===== src/smac_pkg.sv =====
// ----------------------------------------------------------------------------
// smac_pkg
// Shared constants, codes and types of the shadow memory access checker.
// ----------------------------------------------------------------------------
package smac_pkg;

   // guarded window and shadow map geometry
   localparam int unsigned WINDOW_BYTES = 65536;
   localparam int unsigned MAP_DEPTH    = (WINDOW_BYTES + 7) / 8;
   localparam int unsigned OFS_W        = $clog2(WINDOW_BYTES);
   localparam int unsigned BND_W        = OFS_W + 1;
   localparam int unsigned IDX_W        = OFS_W - 3;

   localparam int unsigned ADDR_W = 32;
   localparam int unsigned LEN_W  = 17;
   localparam int unsigned ADD_W  = ADDR_W + 1;
   localparam int unsigned CSR_W  = 32;
   localparam int unsigned CSR_IDX_W = 1;

   // request operation codes
   localparam logic [1:0] OP_CHECK    = 2'd0;
   localparam logic [1:0] OP_POISON   = 2'd1;
   localparam logic [1:0] OP_UNPOISON = 2'd2;
   localparam logic [1:0] OP_CLEAR    = 2'd3;

   // configuration register indexes
   localparam logic [CSR_IDX_W-1:0] CSR_WINDOW_BASE = 1'd0;
   localparam logic [CSR_IDX_W-1:0] CSR_CHECK_READS = 1'd1;

   typedef enum logic [2:0] {
      ST_CLEAR,
      ST_IDLE,
      ST_OFFSET,
      ST_BOUNDS,
      ST_READ,
      ST_EVAL,
      ST_FAULT,
      ST_DONE
   } seq_state_type;

   typedef struct packed {
      logic              violation;
      logic [ADDR_W-1:0] fault_chunk_address;
      logic              fault_is_write;
   } result_type;

   typedef struct packed {
      logic [ADD_W-1:0] a;
      logic [ADD_W-1:0] b;
      logic             cin;
   } add_op_type;

endpackage


===== src/smac_adder.sv =====
// ----------------------------------------------------------------------------
// smac_adder
// Shared 33-bit adder with carry in, used by the sequencer for offsets,
// bounds, chunk stepping and fault addresses.
// ----------------------------------------------------------------------------
module smac_adder import smac_pkg::*; (
   input  add_op_type       op,
   output logic [ADD_W-1:0] sum
);

   assign sum = op.a + op.b + ADD_W'(op.cin);

endmodule


===== config.mk =====
export PLATFORM = sky130hd
export DESIGN_NAME = smac_adder
export DESIGN_NICKNAME = d
export VERILOG_FILES = /design/src/smac_pkg.sv /design/src/smac_adder.sv
export SDC_FILE = /design/constraint.sdc
export NUM_CORES = 1
export LEC_CHECK = 0
export BUFFER_PORTS_ARGS = -buffer_cell sky130_fd_sc_hd__buf_2
export CAP_MARGIN = 20
export CORE_ASPECT_RATIO = 1.2
export CORE_MARGIN = 2
export CORE_UTILIZATION = 40
export DETAILED_ROUTE_END_ITERATION = 6
export PLACE_DENSITY = 0.82
export SLEW_MARGIN = 25
export SYNTH_ARGS = -nofsm -noshare
export SYNTH_HDL_FRONTEND = slang
export SYNTH_SLANG_ARGS = --single-unit
export TNS_END_PERCENT = 5

===== constraint.sdc =====
create_clock -name vclk -period 2.5
set_input_delay 0.125 -clock vclk [all_inputs]
set_output_delay 0.125 -clock vclk [all_outputs]
set_load 0.05 [all_outputs]

==> flow_summary.toml, run 1 <==
[sta]
drv_slew = 0
fmax_ghz = 0.3802
relSlewSlack_pct = 72.68
finalCriticalPeriod_ps = 2630
finalWorstSetupSlack_ps = -129.9
worstMarginPinSlew_ps = 406.3
tns_ps = -401.9
setup_viol = 9
whs_ps = 756.3
hold_viol_final = 0
fin_crit_sh_pct = 105.2
rsz0062_at_grt = "true"

[die]
die_y_um = 76.42
fp.dieArea_mm2 = 0.004917
core_mm2 = 0.004229
initial_core_util_pct = 41.33
die_w_um = 64.35
io_pins = 100
num_rows = 26

[global_routing]
grt_max_degree = 9
grt_pass1_wl_um = 9811
first_global_vias = 2349
track_usage_pct = 23.17
overflow = 0
antenna_found_initial = 0

[cells_and_area]
seq_cell_count = 0
multiInputGateArea_mm2 = 0.001824
drive_gt1_share_pct = 42.74
clkbuf_count = 0
final_nets = 474
antenna_cells = 0
n_fill_cell = 375
post-route-util_pct = 64.65
seqCellArea_um2 = 0
syn_to_final_growth_pct = 56.41

[setup_path]
cp_top_family = "adder cells"
crit_path_top_delay_cell = "or4_1"
path_common_cell = "fa_2"
critPathLaunchType = "input pin"
critPathBufInv = 2
cp.arrival_ps = 2500
crit_chain = "buf_6, fa_2, fa_2, a211oi_2, o21a_1, nor3_2, o2111ai_2, o211ai_2, or4_1, and3_4, buf_8"
crit_type = "input pin to primary output"
worstPathRequired_ps = 2380
crit_fanout = 3
worstSetupEndpointType = "primary output"
critPathMaxStageDelay_ps = 480

[job]
cap_violations = 0

[synth]
syn-cell-area_mm2 = 0.001748
syn_nets = 346
ys.warnings.count = 0
syn_area_per_cell_um2 = 7.105
syn_inst = 246
yosysSeqAreaShare_pct = 0
synth_cell_type_count = 43

[detailed_routing]
drt_wl_total_um = 5789
first_pass_iters = 4
drt_iter0_drc = 107
ant_nets = 0
drc = 0
routed_via_density = 5.533
wl_per_cell_um = 13.53
num_vias = 2368

[hold_path]
hold_class = "input pin to primary output"

[place]
post-dp-hpwl_um = 4770
place.gp.congestion = 0.8741
port_buffers = 100

[power]
p_leak_nw = 1.408
irDropWorstVdd_v = 0.0002934
p_total_mw = 1.284
cellPowerDensity_mw_per_mm2 = 469.7

[run_status]
violations = "setup timing"
status = "finished, violations left"

[clock_network]
holdBufCountCts = 0
-- where the power goes --
group / switching, mW / total (mW) / internal (mW)
combinational: 0.821 / 1.28 / 0.463
sequential: 0 / 0 / 0
clock: 0 / 0 / 0
-- layout by cell type, fill, tap and decap left out, drive strengths merged, types with 2 or more instances in the layout --
cell type and n:
buf 130, a31oi 6, o21bai 4, nand4 4, nand3 5, xnor2 16, and2 2, nand2 19
xor2 14, o211ai 3, o31ai 4, a21o 18, inv 8, a21oi 32, nor4 3, nor2 20
o21ai 17, nor2b 2, o21a 4, and3 6, fa 2, ha 31, a211oi 4, nor3 3
-- logic make-up after synthesis --
| kind of cell | after synthesis | share of synthesized area (%) |
|---|---|---|
| compound gates | 102 | 39.01 |
| simple gates | 68 | 18.68 |
| fa+ha+maj | 33 | 24.48 |
| xor+xnor | 30 | 15.03 |
| buf+inv | 13 | 2.792 |
-- cells in the mapped netlist, drive strengths merged, types with 2 or more instances --
cell type,n,area [um^2]
o21ai,17,85.08
o21bai,4,30.03
a211oi,4,30.03
a21o,18,136.4
inv,8,30.03
nor2,20,75.07
and2,2,12.51
o21a,4,30.03
fa,2,40.04
xnor2,16,140.1
clkbuf,5,18.77
a21oi,32,178.9
o211ai,3,27.52
o31ai,4,30.03
nor4,3,18.77
nand4,4,25.02
a31oi,6,37.54
nand2,19,71.32
nor2b,2,12.51
ha,31,387.9
xor2,14,122.6
nor3,3,15.01
nand3,5,25.02
and3,6,37.54
-- layout make-up --
type | count | share of cell area, %
inverters | 8 | 1.098
multi-input cells | 233 | 66.73
well taps | 56 | 2.563
repair buffers | 131 | 29.61
-- per-stage QoR --
step           area [um^2]  cells  setup slack [ps]
3_5_place_dp          2566    426            -401.5
4_1_cts               2671    428            -177.3
5_1_grt               2734    428            -245.1
3_3_place_gp          2566    426            -377.8
2_1_floorplan         1797    246            -183.2
6_report              2734    428            -129.9
-- repair_timing --
item | 4_1_cts | 5_1_grt
setup buffers | 2 | 0
gates resized for setup | 27 | 23
pin swaps | 10 | 5
setup endpoints to repair | 21 | 22
-- layer usage --
layer	vias to the layer above	part of all wire (%)	track usage, %
met2	100	52	46.25
met5	-	0	0
met3	16	6.5	1.477
li1	1183	-	-
met1	1069	39	26.90
met4	0	2.3	2.766
-- path summary, 6_finish.rpt --
kind,startpoint,end,slack [ps],cells after the start
worst max-delay path,op[34],sum[32],-130,11
worst min-delay path,op[34],sum[0],760,3
-- worst min-delay path, cell delays in order --
cell   delay, ps
buf_6         70
fa_2         180
buf_2        250
(Power assumes the default switching activity.)
==> run 2: changes to the inputs <==
--- a/config.mk
+++ b/config.mk
@@ -8,12 +8,12 @@
 export BUFFER_PORTS_ARGS = -buffer_cell sky130_fd_sc_hd__buf_2
 export CAP_MARGIN = 20
 export CORE_ASPECT_RATIO = 1.2
-export CORE_MARGIN = 2
+export CORE_MARGIN = 4
 export CORE_UTILIZATION = 40
 export DETAILED_ROUTE_END_ITERATION = 6
-export PLACE_DENSITY = 0.82
+export PLACE_DENSITY = 0.86
 export SLEW_MARGIN = 25
 export SYNTH_ARGS = -nofsm -noshare
 export SYNTH_HDL_FRONTEND = slang
 export SYNTH_SLANG_ARGS = --single-unit
-export TNS_END_PERCENT = 5
+export TNS_END_PERCENT = 100
==> flow_summary.toml, run 2 (synthesis gave the netlist of run 1 again) <==
[setup_path]
crit_fanout = 3
worstPathRequired_ps = 2380
critPathLaunchType = "input pin"
crit_path_start = "op[34]"
crit_type = "input pin to primary output"
endpoint = "sum[32]"
cp.arrival_ps = 2570
worstSetupEndpointType = "primary output"

[detailed_routing]
routed_via_density = 5.654
first_pass_iters = 4
drc = 0
num_vias = 2403
wl_per_cell_um = 13.96
drt_wl_total_um = 5932
ant_nets = 0
drt_iter0_drc = 136

[job]
cap_violations = 0

[die]
io_pins = 100
fp.dieArea_mm2 = 0.005496
initial_core_util_pct = 41.33
die_w_um = 68.35
die_y_um = 80.42
core_mm2 = 0.004229
num_rows = 26

[sta]
drv_slew = 0
fmax_ghz = 0.3710
fin_crit_sh_pct = 107.8
setup_viol = 9
finalWorstSetupSlack_ps = -195.3
worstMarginPinSlew_ps = 414.1
hold_viol_final = 0
relSlewSlack_pct = 72.39
rsz0062_at_grt = "true"
finalCriticalPeriod_ps = 2695

[cells_and_area]
fin_cells = 425
seq_cell_count = 0
post-route-util_pct = 66.86
antenna_cells = 0
final_nets = 471
drive_gt1_share_pct = 44.99
seqCellArea_um2 = 0
clkbuf_count = 0
final_cell_mix = "81 x buf_2, 31 x ha_1, 30 x buf_4, 27 x a21oi_1, 20 x nor2_1"
syn_to_final_growth_pct = 61.78
n_fill_cell = 359
layout.cells.most_common = "buf_2"

[place]
pre_cts_ws_ps = -287.0
place.gp.congestion = 0.8740
post-dp-hpwl_um = 4926
placed_cells = 419
port_buffers = 100

[hold_path]
hold_class = "input pin to primary output"

[power]
irDropWorstVdd_v = 0.0002855
cellPowerDensity_mw_per_mm2 = 471.4
p_leak_nw = 1.432

[global_routing]
antenna_found_initial = 0
overflow = 0
first_global_vias = 2279
grt_max_degree = 9
grt_pass1_wl_um = 9273
track_usage_pct = 20.36

[run_status]
violations = "setup timing"
status = "finished, violations left"

[clock_network]
holdBufCountCts = 0
[run 2: changes by cell type in the layout (fill, tap and decap cells not counted), sizes merged]
cell    before  now
buf        130  125
clkbuf       1    3
[run 2: cell type report]
cell class | instances | area [um^2] | share of cell area, %
inverters | 8 | 30.03 | 1.062
multi-input cells | 233 | 1913 | 67.65
well taps | 56 | 70.07 | 2.478
repair buffers | 128 | 814.5 | 28.81
[run 2: worst min path at each step]
| stage | end | depth (start not counted) | start | slack, ps |
|---|---|---|---|---|
| final | sum[0] | 3 | op[34] | 770 |
| after detailed placement | sum[0] | 3 | op[34] | 780 |
| after CTS | sum[0] | 3 | op[34] | 760 |
| after global routing | sum[0] | 3 | op[34] | 770 |
| after global placement | sum[0] | 3 | op[34] | 770 |
| after floorplan | sum[0] | 1 | op[34] | 610 |
[run 2: report_power, final]
group          internal [mW]  switching, mW  leakage, nW
logic                  0.485          0.848         1.43
registers                  0              0            0
clock network              0              0            0
total                  0.485          0.848         1.43
[run 2: what timing repair did]
item | in CTS | in global routing
setup buffers | 2 | 5
resized for setup | 27 | 31
pin swaps | 15 | 13
setup endpoints to repair | 13 | 21
[run 2: per-stage QoR]
step	hold WS [ps]	instance area [um^2]	TNS (ps)	power, mW
after floorplan	608.2	1851	-47.21	0.8831
after global routing	772.3	2828	-1965	1.415
after detailed placement	775.3	2567	-1834	1.188
after global placement	769.3	2567	-1260	1.172
after CTS	763.8	2684	-1133	1.258
final	765.8	2828	-570.8	1.333
[run 2: critical path, stage by stage]
cell and delay [ps]:
buf_6 90, fa_2 400, fa_2 380, a211oi_2 180
o21a_1 190, nor3_2 70, o2111ai_2 200, o211ai_2 120
or4_1 490, and3_4 170, buf_8 140
[run 2: per-layer routing]
metal  GRT usage [%]  vias up  share of wire, %
li1                -     1175                 -
met1           23.62     1122                38
met2           40.21       95                54
met3          0.9790       11               6.8
met4           2.783        0               1.5
met5               0        -                 0
